[config.mk]
export PLATFORM = sky130hd
export DESIGN_NAME = led_chase_tail_generator_flat
export DESIGN_NICKNAME = d
export VERILOG_FILES = /design/src/hw/rtl/lct_pkg.sv /design/src/hw/rtl/lct_tick_if.sv /design/src/hw/rtl/lct_pixel_if.sv /design/src/hw/rtl/led_chase_tail_generator.sv /design/src/flat_wrapper.sv
export VERILOG_INCLUDE_DIRS = /design/src /design/src/hw/rtl
export SDC_FILE = /design/constraint.sdc
export NUM_CORES = 1
export LEC_CHECK = 0
export BUFFER_PORTS_ARGS = -buffer_cell sky130_fd_sc_hd__clkbuf_2
export CORE_ASPECT_RATIO = 0.6
export CORE_UTILIZATION = 40
export CTS_BUF_LIST = sky130_fd_sc_hd__clkbuf_4 sky130_fd_sc_hd__clkbuf_8
export DETAILED_ROUTE_END_ITERATION = 12
export PLACE_DENSITY = 0.54
export SKIP_CTS_REPAIR_TIMING = 1
export SYNTH_ARGS = -nofsm -noshare
export SYNTH_HDL_FRONTEND = slang
export SYNTH_SLANG_ARGS = --single-unit
[constraint.sdc]
create_clock -name clk -period 5 [get_ports clk]
set_input_delay 0.75 -clock clk [delete_from_list [all_inputs] [get_ports clk]]
set_output_delay 0.75 -clock clk [all_outputs]
set_load 0.005 [all_outputs]
[src/hw/rtl/led_chase_tail_generator_assert.svh]
// ---------------------------------------------------------------------------
// LED chase assertion macros
// Shared assertion shorthands, clocked on clk and disabled during rst_n low.
// ---------------------------------------------------------------------------
`ifndef LED_CHASE_TAIL_GENERATOR_ASSERT_SVH
`define LED_CHASE_TAIL_GENERATOR_ASSERT_SVH

// same-cycle implication
`define LCT_ASSERT_IMP(label, ante, cons, msg) \
    label: assert property (@(posedge clk) disable iff (!rst_n) (ante) |-> (cons)) \
        else $error(msg);

// next-cycle implication
`define LCT_ASSERT_NXT(label, ante, cons, msg) \
    label: assert property (@(posedge clk) disable iff (!rst_n) (ante) |=> (cons)) \
        else $error(msg);

`endif

[src/hw/rtl/lct_pkg.sv]
// ---------------------------------------------------------------------------
// LED chase package
// Strip geometry, field widths and register codes.
// ---------------------------------------------------------------------------
package lct_pkg;

    localparam int PIXEL_COUNT = 64;

    localparam int COLOR_W = 8;
    localparam int TAIL_W  = 5;
    // slot runs up to PIXEL_COUNT, head position up to PIXEL_COUNT+1
    localparam int POS_W   = $clog2(PIXEL_COUNT + 2);
    // frame counter runs up to PIXEL_COUNT + tail
    localparam int FRAME_W = $clog2(PIXEL_COUNT + 32);
    // fade product color*(i+1), i+1 at most 31
    localparam int PROD_W  = COLOR_W + TAIL_W;
    // divisor tail+1, at most 32
    localparam int DIV_W   = TAIL_W + 1;
    localparam int CNT_W   = $clog2(PROD_W);

    localparam int CFG_IDX_W  = 2;
    localparam int CFG_DATA_W = COLOR_W;

    localparam logic [TAIL_W-1:0] TAIL_RESET = TAIL_W'(6);

    typedef enum logic [CFG_IDX_W-1:0] {
        REG_COLOR_RED   = 2'd0,
        REG_COLOR_GREEN = 2'd1,
        REG_COLOR_BLUE  = 2'd2,
        REG_TAIL_LENGTH = 2'd3
    } cfg_reg_t;

endpackage

[src/hw/rtl/lct_tick_if.sv]
// ---------------------------------------------------------------------------
// LED chase tick channel
// One request per pixel; restart begins a new run.
// ---------------------------------------------------------------------------
interface lct_tick_if;
    logic valid;
    logic ready;
    logic restart;

    modport source (output valid, output restart, input ready);
    modport sink   (input valid, input restart, output ready);
endinterface

[src/hw/rtl/lct_pixel_if.sv]
// ---------------------------------------------------------------------------
// LED chase pixel channel
// One RGB pixel with frame and sequence strobes per transfer.
// ---------------------------------------------------------------------------
interface lct_pixel_if;
    logic                        valid;
    logic                        ready;
    logic [lct_pkg::COLOR_W-1:0] pixel_red;
    logic [lct_pkg::COLOR_W-1:0] pixel_green;
    logic [lct_pkg::COLOR_W-1:0] pixel_blue;
    logic                        frame_end;
    logic                        sequence_end;
    logic                        active;

    modport source (output valid, output pixel_red, output pixel_green, output pixel_blue,
                    output frame_end, output sequence_end, output active, input ready);
    modport sink   (input valid, input pixel_red, input pixel_green, input pixel_blue,
                    input frame_end, input sequence_end, input active, output ready);
endinterface

[src/hw/rtl/led_chase_tail_generator.sv]
// ---------------------------------------------------------------------------
// LED chase tail generator
// Pixel stream for a strip chase animation: a head of full color walking
// along the strip with a linearly fading tail behind it.
// ---------------------------------------------------------------------------
// Each tick transfer yields exactly one pixel transfer. A frame is
// PIXEL_COUNT+1 pixels, the last one flagged frame_end; a run is
// PIXEL_COUNT+tail frames, the very last pixel also flagged sequence_end.
// Head color and tail length are sampled from the registers on a restart
// tick; writes during a run apply at the next restart. Outside a run the
// block returns black pixels with active low. Path: a black or head pixel
// goes from the tick transfer straight to the load into the pixel register;
// a tail pixel passes the tick, a multiply state, a bit-serial restoring
// divider producing color*(i+1)/(tail+1), and a load state. The divider,
// one quotient bit per cycle on three channels in parallel, sets the rate.
// The tick side is ready again as soon as the pixel is handed to the output
// register, so a pixel may wait there while the next one is computed.
// ---------------------------------------------------------------------------
module led_chase_tail_generator (
    input  logic                           clk,
    input  logic                           rst_n,
    input  logic                           wr_en,
    input  logic [lct_pkg::CFG_IDX_W-1:0]  wr_index,
    input  logic [lct_pkg::CFG_DATA_W-1:0] wr_data,
    lct_tick_if.sink                       tick,
    lct_pixel_if.source                    pixel
);

    `include "led_chase_tail_generator_assert.svh"

    localparam int POS_W   = lct_pkg::POS_W;
    localparam int FRAME_W = lct_pkg::FRAME_W;
    localparam int TAIL_W  = lct_pkg::TAIL_W;
    localparam int COLOR_W = lct_pkg::COLOR_W;
    localparam int PROD_W  = lct_pkg::PROD_W;
    localparam int DIV_W   = lct_pkg::DIV_W;
    localparam int CNT_W   = lct_pkg::CNT_W;

    typedef enum logic [1:0] {
        ST_IDLE,
        ST_MUL,
        ST_DIV,
        ST_PUSH
    } state_t;

    // what the current slot shows
    typedef enum logic [1:0] {
        PK_BLACK,
        PK_HEAD,
        PK_TAIL
    } pix_kind_t;

    // one restoring-division step: {remainder, dividend/quotient shifter}
    function automatic logic [DIV_W+PROD_W-1:0] div_step(
        input logic [DIV_W-1:0]  rem,
        input logic [PROD_W-1:0] dq,
        input logic [DIV_W-1:0]  dvs
    );
        logic [DIV_W:0]   trial;
        logic [DIV_W-1:0] rem_n;
        logic             qbit;
        trial = {rem, dq[PROD_W-1]} - {1'b0, dvs};
        qbit  = ~trial[DIV_W];
        rem_n = qbit ? trial[DIV_W-1:0] : {rem[DIV_W-2:0], dq[PROD_W-1]};
        return {rem_n, dq[PROD_W-2:0], qbit};
    endfunction

    // configuration registers
    logic [COLOR_W-1:0] color_red_reg, color_green_reg, color_blue_reg;
    logic [TAIL_W-1:0]  tail_length_reg;

    // animation state
    state_t             state_reg,       state_next;
    logic               running_reg,     running_next;
    logic [FRAME_W-1:0] frame_reg,       frame_next;
    logic [POS_W-1:0]   head_reg,        head_next;
    logic [TAIL_W-1:0]  tail_now_reg,    tail_now_next;
    logic [POS_W-1:0]   slot_reg,        slot_next;
    logic [COLOR_W-1:0] lat_red_reg,     lat_red_next;
    logic [COLOR_W-1:0] lat_green_reg,   lat_green_next;
    logic [COLOR_W-1:0] lat_blue_reg,    lat_blue_next;
    logic [TAIL_W-1:0]  lat_tail_reg,    lat_tail_next;

    // pixel in progress
    pix_kind_t          kind_reg,        kind_next;
    logic [TAIL_W-1:0]  idx_reg,         idx_next;
    logic               fend_reg,        fend_next;
    logic               send_reg,        send_next;
    logic               act_reg,         act_next;
    logic [DIV_W-1:0]   rem_red_reg,     rem_red_next;
    logic [DIV_W-1:0]   rem_green_reg,   rem_green_next;
    logic [DIV_W-1:0]   rem_blue_reg,    rem_blue_next;
    logic [PROD_W-1:0]  dq_red_reg,      dq_red_next;
    logic [PROD_W-1:0]  dq_green_reg,    dq_green_next;
    logic [PROD_W-1:0]  dq_blue_reg,     dq_blue_next;
    logic [CNT_W-1:0]   cnt_reg,         cnt_next;

    // output register
    logic               out_valid_reg,   out_valid_next;
    logic [COLOR_W-1:0] out_red_reg,     out_red_next;
    logic [COLOR_W-1:0] out_green_reg,   out_green_next;
    logic [COLOR_W-1:0] out_blue_reg,    out_blue_next;
    logic               out_fend_reg,    out_fend_next;
    logic               out_send_reg,    out_send_next;
    logic               out_act_reg,     out_act_next;

    // tick-cycle decode
    logic               tick_xfer;
    logic               eff_run;
    logic [POS_W-1:0]   eff_slot, eff_head, tail_clamp, tail_lo;
    logic [TAIL_W-1:0]  eff_tail, eff_lt;
    logic [FRAME_W-1:0] eff_frame;
    logic               is_tail, is_head, is_fend, is_send;
    logic [FRAME_W:0]   frame_inc, frame_limit;
    logic [DIV_W-1:0]   divisor;
    logic [DIV_W+PROD_W-1:0] step_red, step_green, step_blue;

    assign tick.ready  = (state_reg == ST_IDLE);
    assign tick_xfer   = tick.valid & tick.ready;

    assign pixel.valid        = out_valid_reg;
    assign pixel.pixel_red    = out_red_reg;
    assign pixel.pixel_green  = out_green_reg;
    assign pixel.pixel_blue   = out_blue_reg;
    assign pixel.frame_end    = out_fend_reg;
    assign pixel.sequence_end = out_send_reg;
    assign pixel.active       = out_act_reg;

    // Configuration write port
    always_ff @(posedge clk or negedge rst_n)
    begin
        if (!rst_n)
        begin
            color_red_reg   <= '0;
            color_green_reg <= '0;
            color_blue_reg  <= '0;
            tail_length_reg <= lct_pkg::TAIL_RESET;
        end
        else if (wr_en)
        begin
            case (lct_pkg::cfg_reg_t'(wr_index))
                lct_pkg::REG_COLOR_RED:   color_red_reg   <= wr_data;
                lct_pkg::REG_COLOR_GREEN: color_green_reg <= wr_data;
                lct_pkg::REG_COLOR_BLUE:  color_blue_reg  <= wr_data;
                lct_pkg::REG_TAIL_LENGTH: tail_length_reg <= wr_data[TAIL_W-1:0];
                default:                  ;
            endcase
        end
    end

    // A restart tick acts as if the counters were already back at zero.
    always_comb
    begin
        eff_run   = tick.restart | running_reg;
        eff_slot  = tick.restart ? '0 : slot_reg;
        eff_head  = tick.restart ? '0 : head_reg;
        eff_tail  = tick.restart ? '0 : tail_now_reg;
        eff_frame = tick.restart ? '0 : frame_reg;
        eff_lt    = tick.restart ? tail_length_reg : lat_tail_reg;

        // tail never reaches back past slot zero
        tail_clamp = (POS_W'(eff_tail) > eff_head) ? eff_head : POS_W'(eff_tail);
        tail_lo    = eff_head - tail_clamp;
        is_tail    = (eff_slot >= tail_lo) && (eff_slot < eff_head);
        is_head    = (eff_slot == eff_head);

        is_fend     = (eff_slot >= POS_W'(lct_pkg::PIXEL_COUNT));
        frame_inc   = {1'b0, eff_frame} + (FRAME_W+1)'(1);
        frame_limit = (FRAME_W+1)'(lct_pkg::PIXEL_COUNT) + (FRAME_W+1)'(eff_lt);
        is_send     = is_fend && (frame_inc >= frame_limit);
    end

    assign divisor    = DIV_W'(lat_tail_reg) + DIV_W'(1);
    assign step_red   = div_step(rem_red_reg,   dq_red_reg,   divisor);
    assign step_green = div_step(rem_green_reg, dq_green_reg, divisor);
    assign step_blue  = div_step(rem_blue_reg,  dq_blue_reg,  divisor);

    always_comb
    begin
        state_next     = state_reg;
        running_next   = running_reg;
        frame_next     = frame_reg;
        head_next      = head_reg;
        tail_now_next  = tail_now_reg;
        slot_next      = slot_reg;
        lat_red_next   = lat_red_reg;
        lat_green_next = lat_green_reg;
        lat_blue_next  = lat_blue_reg;
        lat_tail_next  = lat_tail_reg;
        kind_next      = kind_reg;
        idx_next       = idx_reg;
        fend_next      = fend_reg;
        send_next      = send_reg;
        act_next       = act_reg;
        rem_red_next   = rem_red_reg;
        rem_green_next = rem_green_reg;
        rem_blue_next  = rem_blue_reg;
        dq_red_next    = dq_red_reg;
        dq_green_next  = dq_green_reg;
        dq_blue_next   = dq_blue_reg;
        cnt_next       = cnt_reg;

        // pixel leaves the output register
        out_valid_next = out_valid_reg & ~pixel.ready;
        out_red_next   = out_red_reg;
        out_green_next = out_green_reg;
        out_blue_next  = out_blue_reg;
        out_fend_next  = out_fend_reg;
        out_send_next  = out_send_reg;
        out_act_next   = out_act_reg;

        case (state_reg)
            ST_IDLE:
            begin
                if (tick_xfer)
                begin
                    if (tick.restart)
                    begin
                        lat_red_next   = color_red_reg;
                        lat_green_next = color_green_reg;
                        lat_blue_next  = color_blue_reg;
                        lat_tail_next  = tail_length_reg;
                    end
                    idx_next   = TAIL_W'(eff_slot - tail_lo);
                    act_next   = eff_run;
                    fend_next  = eff_run & is_fend;
                    send_next  = eff_run & is_send;
                    kind_next  = PK_BLACK;
                    state_next = ST_PUSH;
                    if (eff_run)
                    begin
                        running_next = 1'b1;
                        if (is_tail)
                        begin
                            kind_next  = PK_TAIL;
                            state_next = ST_MUL;
                        end
                        else if (is_head)
                        begin
                            kind_next = PK_HEAD;
                        end

                        if (is_fend)
                        begin
                            slot_next  = '0;
                            frame_next = frame_inc[FRAME_W-1:0];
                            if (is_send)
                            begin
                                running_next = 1'b0;
                            end
                            // head phase moves on; fade phase shrinks the tail
                            if (eff_head < POS_W'(lct_pkg::PIXEL_COUNT + 1))
                            begin
                                head_next     = eff_head + POS_W'(1);
                                tail_now_next = (eff_tail < eff_lt) ? eff_tail + TAIL_W'(1)
                                                                     : eff_tail;
                            end
                            else
                            begin
                                head_next     = eff_head;
                                tail_now_next = (eff_tail != '0) ? eff_tail - TAIL_W'(1)
                                                                 : eff_tail;
                            end
                        end
                        else
                        begin
                            slot_next     = eff_slot + POS_W'(1);
                            head_next     = eff_head;
                            tail_now_next = eff_tail;
                            frame_next    = eff_frame;
                        end
                    end
                end
            end

            ST_MUL:
            begin
                dq_red_next    = PROD_W'(lat_red_reg)   * (PROD_W'(idx_reg) + PROD_W'(1));
                dq_green_next  = PROD_W'(lat_green_reg) * (PROD_W'(idx_reg) + PROD_W'(1));
                dq_blue_next   = PROD_W'(lat_blue_reg)  * (PROD_W'(idx_reg) + PROD_W'(1));
                rem_red_next   = '0;
                rem_green_next = '0;
                rem_blue_next  = '0;
                cnt_next       = '0;
                state_next     = ST_DIV;
            end

            ST_DIV:
            begin
                {rem_red_next,   dq_red_next}   = step_red;
                {rem_green_next, dq_green_next} = step_green;
                {rem_blue_next,  dq_blue_next}  = step_blue;
                cnt_next = cnt_reg + CNT_W'(1);
                if (cnt_reg == CNT_W'(PROD_W - 1))
                begin
                    state_next = ST_PUSH;
                end
            end

            ST_PUSH:
            begin
                if (!out_valid_reg || pixel.ready)
                begin
                    out_valid_next = 1'b1;
                    case (kind_reg)
                        PK_HEAD:
                        begin
                            out_red_next   = lat_red_reg;
                            out_green_next = lat_green_reg;
                            out_blue_next  = lat_blue_reg;
                        end
                        PK_TAIL:
                        begin
                            out_red_next   = dq_red_reg[COLOR_W-1:0];
                            out_green_next = dq_green_reg[COLOR_W-1:0];
                            out_blue_next  = dq_blue_reg[COLOR_W-1:0];
                        end
                        default:
                        begin
                            out_red_next   = '0;
                            out_green_next = '0;
                            out_blue_next  = '0;
                        end
                    endcase
                    out_fend_next = fend_reg;
                    out_send_next = send_reg;
                    out_act_next  = act_reg;
                    state_next    = ST_IDLE;
                end
            end

            default:
            begin
                state_next = ST_IDLE;
            end
        endcase
    end

    always_ff @(posedge clk or negedge rst_n)
    begin
        if (!rst_n)
        begin
            state_reg     <= ST_IDLE;
            running_reg   <= 1'b0;
            frame_reg     <= '0;
            head_reg      <= '0;
            tail_now_reg  <= '0;
            slot_reg      <= '0;
            lat_red_reg   <= '0;
            lat_green_reg <= '0;
            lat_blue_reg  <= '0;
            lat_tail_reg  <= '0;
            kind_reg      <= PK_BLACK;
            idx_reg       <= '0;
            fend_reg      <= 1'b0;
            send_reg      <= 1'b0;
            act_reg       <= 1'b0;
            rem_red_reg   <= '0;
            rem_green_reg <= '0;
            rem_blue_reg  <= '0;
            dq_red_reg    <= '0;
            dq_green_reg  <= '0;
            dq_blue_reg   <= '0;
            cnt_reg       <= '0;
            out_valid_reg <= 1'b0;
            out_red_reg   <= '0;
            out_green_reg <= '0;
            out_blue_reg  <= '0;
            out_fend_reg  <= 1'b0;
            out_send_reg  <= 1'b0;
            out_act_reg   <= 1'b0;
        end
        else
        begin
            state_reg     <= state_next;
            running_reg   <= running_next;
            frame_reg     <= frame_next;
            head_reg      <= head_next;
            tail_now_reg  <= tail_now_next;
            slot_reg      <= slot_next;
            lat_red_reg   <= lat_red_next;
            lat_green_reg <= lat_green_next;
            lat_blue_reg  <= lat_blue_next;
            lat_tail_reg  <= lat_tail_next;
            kind_reg      <= kind_next;
            idx_reg       <= idx_next;
            fend_reg      <= fend_next;
            send_reg      <= send_next;
            act_reg       <= act_next;
            rem_red_reg   <= rem_red_next;
            rem_green_reg <= rem_green_next;
            rem_blue_reg  <= rem_blue_next;
            dq_red_reg    <= dq_red_next;
            dq_green_reg  <= dq_green_next;
            dq_blue_reg   <= dq_blue_next;
            cnt_reg       <= cnt_next;
            out_valid_reg <= out_valid_next;
            out_red_reg   <= out_red_next;
            out_green_reg <= out_green_next;
            out_blue_reg  <= out_blue_next;
            out_fend_reg  <= out_fend_next;
            out_send_reg  <= out_send_next;
            out_act_reg   <= out_act_next;
        end
    end

    // fade quotient never exceeds the head color, so it fits one channel
    `LCT_ASSERT_IMP(a_quot_fits, (state_reg == ST_PUSH) && (kind_reg == PK_TAIL), (dq_red_reg[PROD_W-1:COLOR_W] == '0) && (dq_green_reg[PROD_W-1:COLOR_W] == '0) && (dq_blue_reg[PROD_W-1:COLOR_W] == '0), "fade quotient overflow")
    `LCT_ASSERT_IMP(a_tail_bound, running_reg, tail_now_reg <= lat_tail_reg, "tail beyond latched length")
    `LCT_ASSERT_IMP(a_slot_bound, 1'b1, slot_reg <= POS_W'(lct_pkg::PIXEL_COUNT), "slot past frame end")
    `LCT_ASSERT_NXT(a_busy_after_tick, tick_xfer, state_reg != ST_IDLE, "tick transfer not taken up")
    `LCT_ASSERT_IMP(a_send_in_fend, out_valid_reg && out_send_reg, out_fend_reg && out_act_reg, "sequence end off a frame end")

endmodule

[src/flat_wrapper.sv]
// flat-port wrapper written by rule: the top's interface ports become plain ports
module led_chase_tail_generator_flat 
  (clk, rst_n, wr_en, wr_index, wr_data, tick_valid, tick_restart, tick_ready, pixel_valid, pixel_pixel_red, pixel_pixel_green, pixel_pixel_blue, pixel_frame_end, pixel_sequence_end, pixel_active, pixel_ready);
  lct_tick_if tick_i ();
  lct_pixel_if pixel_i ();
  input  logic clk;
  input  logic rst_n;
  input  logic wr_en;
  input  logic [lct_pkg::CFG_IDX_W-1:0] wr_index;
  input  logic [lct_pkg::CFG_DATA_W-1:0] wr_data;
  input wire logic [$bits(tick_i.valid)-1:0] tick_valid;
  input wire logic [$bits(tick_i.restart)-1:0] tick_restart;
  output wire logic [$bits(tick_i.ready)-1:0] tick_ready;
  output wire logic [$bits(pixel_i.valid)-1:0] pixel_valid;
  output wire logic [$bits(pixel_i.pixel_red)-1:0] pixel_pixel_red;
  output wire logic [$bits(pixel_i.pixel_green)-1:0] pixel_pixel_green;
  output wire logic [$bits(pixel_i.pixel_blue)-1:0] pixel_pixel_blue;
  output wire logic [$bits(pixel_i.frame_end)-1:0] pixel_frame_end;
  output wire logic [$bits(pixel_i.sequence_end)-1:0] pixel_sequence_end;
  output wire logic [$bits(pixel_i.active)-1:0] pixel_active;
  input wire logic [$bits(pixel_i.ready)-1:0] pixel_ready;
  assign tick_i.valid = tick_valid;
  assign tick_i.restart = tick_restart;
  assign tick_ready = tick_i.ready;
  assign pixel_valid = pixel_i.valid;
  assign pixel_pixel_red = pixel_i.pixel_red;
  assign pixel_pixel_green = pixel_i.pixel_green;
  assign pixel_pixel_blue = pixel_i.pixel_blue;
  assign pixel_frame_end = pixel_i.frame_end;
  assign pixel_sequence_end = pixel_i.sequence_end;
  assign pixel_active = pixel_i.active;
  assign pixel_i.ready = pixel_ready;
  led_chase_tail_generator u_core (.clk(clk), .rst_n(rst_n), .wr_en(wr_en), .wr_index(wr_index), .wr_data(wr_data), .tick(tick_i), .pixel(pixel_i));
endmodule
==> flow_metrics.tcl <==
set metrics [dict create \
    cap_violations 0 \
    dieArea_sq_mm 0.0371 \
    clk_pin_slew_ns 0.12 \
    cts_sinks 186 \
    setup_violations 0 \
    hold_path_class "input pin to async pin" \
    synth-edff-count 0 \
    fmax_mhz 214 \
    clk_latency_ns 0.52 \
    drv_slew 0 \
    crit_type "register to register" \
    worstMarginPinSlew_ns 1.11 \
    htree_levels 4 \
    fin_skew_ns 0.0201 \
    critPathLaunchType "register" \
    seq_area_frac_synth 0.321 \
    r2r-start "u_core.idx_reg[0]" \
    gp_congestion 0.854 \
    dr.pass1.iters 5 \
    hpwl_mm 29.8 \
    cts_buffer_depth 2 \
    drc 0 \
    cts_tree "built" \
    post-route-util 0.451 \
    startpoint "u_core.idx_reg[0]" \
    io_buffers 44 \
    dieHeight_um 150 \
    drive_gt1_frac 0.134 \
    dp.cells 2035 \
    core_sq_mm 0.0353 \
    use_met3 0.0554 \
    antenna_found_initial 0 \
    num-fill-cells 3459 \
    async_flop_share 1.00 \
    path_max_fanout 18 \
    cp_slowest_stage_delay_ns 0.56 \
    wl_mm 39.6 \
    synth_cells 1542 \
    hold_viol 0 \
    met1_usage 0.378 \
    ys.flop_type "dfrtp_1" \
    period_needed_ns 4.67 \
    start_util 0.411 \
    boundaryPins 45 \
    root_buffer "clkbuf_8" \
    syn_area_sq_mm 0.0145 \
    endpoint_kind "register" \
    area_growth_pct 9.78 \
    worstPathCellList "buf_4 > nand3_1 > nor2_1 > buf_6 > nand2_1 > fa_1 > inv_1 > fa_1 > inv_1 > fa_1 > inv_1 > ha_1 > or4_1 > o221ai_1 > o21ai_0 > xnor2_1 > o221ai_1" \
    synth_nets 1759 \
    cp_top_family "adder cells" \
    cp.arrival_ns 5.03 \
    routedWlPerCell_um 19.1 \
    yosys_warnings 0 \
    vias_per_cell 5.50 \
    ant_nets 0 \
    grt_max_degree 81 \
    synth-seq-cells 186 \
    grt_overflow 0 \
    status "finished clean" \
    fp.dieW_um 248 \
    grt_pass1_wl_mm 63.7 \
    path_buf_inv 5 \
    synth_area_per_cell_sq_um 9.42 \
    nets 1806 \
    grtUsageTotal 0.225 \
    vias 11400 \
    gr-usage-met2 0.281 \
    finalNonFillerCells 2069 \
    fin_crit_sh 0.933 \
    cts_made_buffers 17 \
    grt_pass1_vias 10900 \
    antenna_cells 0 \
    rows 53 \
    ys_types 71 \
    first_iter_violations 812 \
    grt.busiest_layer "met1" \
    relSlewSlack 0.260 \
    required_ns 5.36 \
    rsz0062_at_grt "no" \
    cpMaxStageDelayCell "fa_1" \
]
==> worst reg2reg max path, stage by stage (launching register included) <==
cell      delay (ns)
dfrtp_1         0.36
buf_4           0.25
nand3_1         0.19
nor2_1          0.17
buf_6           0.21
nand2_1         0.11
fa_1            0.56
inv_1           0.06
fa_1            0.53
inv_1           0.06
fa_1            0.52
inv_1           0.04
ha_1            0.24
or4_1           0.53
o221ai_1        0.25
o21ai_0         0.16
xnor2_1         0.17
o221ai_1        0.12
==> cells in the final DEF (no fill, tap or decap), types with 20 or more instances in the layout <==
master	netlist	final
dfrtp_1	184	184
nand2_1	177	176
inv_1	141	141
ha_1	124	122
a21oi_1	85	85
fa_1	77	77
nor2_1	72	71
mux2_2	67	67
o21ai_0	64	64
and2_1	63	63
nor2b_1	49	47
clkbuf_2	0	43
buf_4	0	43
xnor2_1	37	35
o31ai_1	29	29
mux2i_1	27	27
nand3_1	26	26
nor3_1	26	26
a22oi_1	25	25
a21o_1	20	20
==> synth_stat cells (10+ instances only) <==
library cell    n  area share
o21a_1         11      0.0057
nand3_1        26      0.0090
buf_1          12      0.0031
o21ai_0        64       0.022
nor3_1         26      0.0090
xnor2_1        37       0.022
mux2i_1        27       0.019
a31oi_1        10      0.0043
mux2_2         67       0.052
nor4_1         12      0.0052
clkbuf_1       44       0.011
nand2_1       177       0.046
fa_1           77        0.11
and2_1         63       0.027
nand2b_1       16      0.0069
a21oi_1        85       0.029
xor2_1         18       0.011
o31ai_1        29       0.015
nor2_1         72       0.019
inv_1         141       0.036
a22oi_1        25       0.013
dfrtp_1       184        0.32
o22ai_1        16      0.0069
a21o_1         20       0.010
nor2b_1        49       0.021
ha_1          124        0.11
==> per-layer routing <==
metal	up-vias	share of wire
li1	5410	-
met1	5654	0.56
met2	293	0.37
met3	15	0.070
met4	0	0.0046
met5	-	0
==> cell type report <==
type,count,area [sq um],share of cell area
clock buffer,18,241,0.0151
clock inverter,14,166,0.0104
inverter,143,537,0.0337
multi-input combinational,1148,9100,0.570
sequential,186,4660,0.292
tap,467,584,0.0366
timing repair buffer,93,663,0.0416
==> final timing paths <==
path / to / slack [ns] / depth (start not counted)
setup reg to reg: u_core.dq_green_reg[12] / 0.33 / 17
min in group clk: u_core.act_reg / 0.48 / 2
max in group asynchronous: u_core.tail_length_reg[2] / 3.71 / 2
hold reg to reg: u_core.act_reg / 0.48 / 2
hold / removal: u_core.pixel.pixel_green[1] / 0.27 / 1
setup / recovery: u_core.dq_green_reg[12] / 0.33 / 17
==> kinds of logic after synthesis <==
group / share of synthesized area
simple gates: 0.162
flops: 0.321
xor+xnor: 0.0332
mux: 0.0705
compound gates: 0.143
fa+ha+maj: 0.213
buf+inv: 0.0579
==> stage by stage <==
step | setup WS [ns] | hold slack (ns) | cell area [sq um] | TNS (ns)
floorplan | 0.0101 | 0.443 | 14500 | 0
global placement | 0.0934 | 0.462 | 15500 | 0
detailed placement | -0.0317 | 0.462 | 15500 | -0.0608
CTS | -0.0657 | 0.267 | 15900 | -0.0831
global route | 0.0136 | 0.300 | 15900 | 0
finish | 0.334 | 0.274 | 15900 | 0
Power is not shown: default switching activity piles up to over one toggle a cycle in this logic, so the estimate is an artifact.
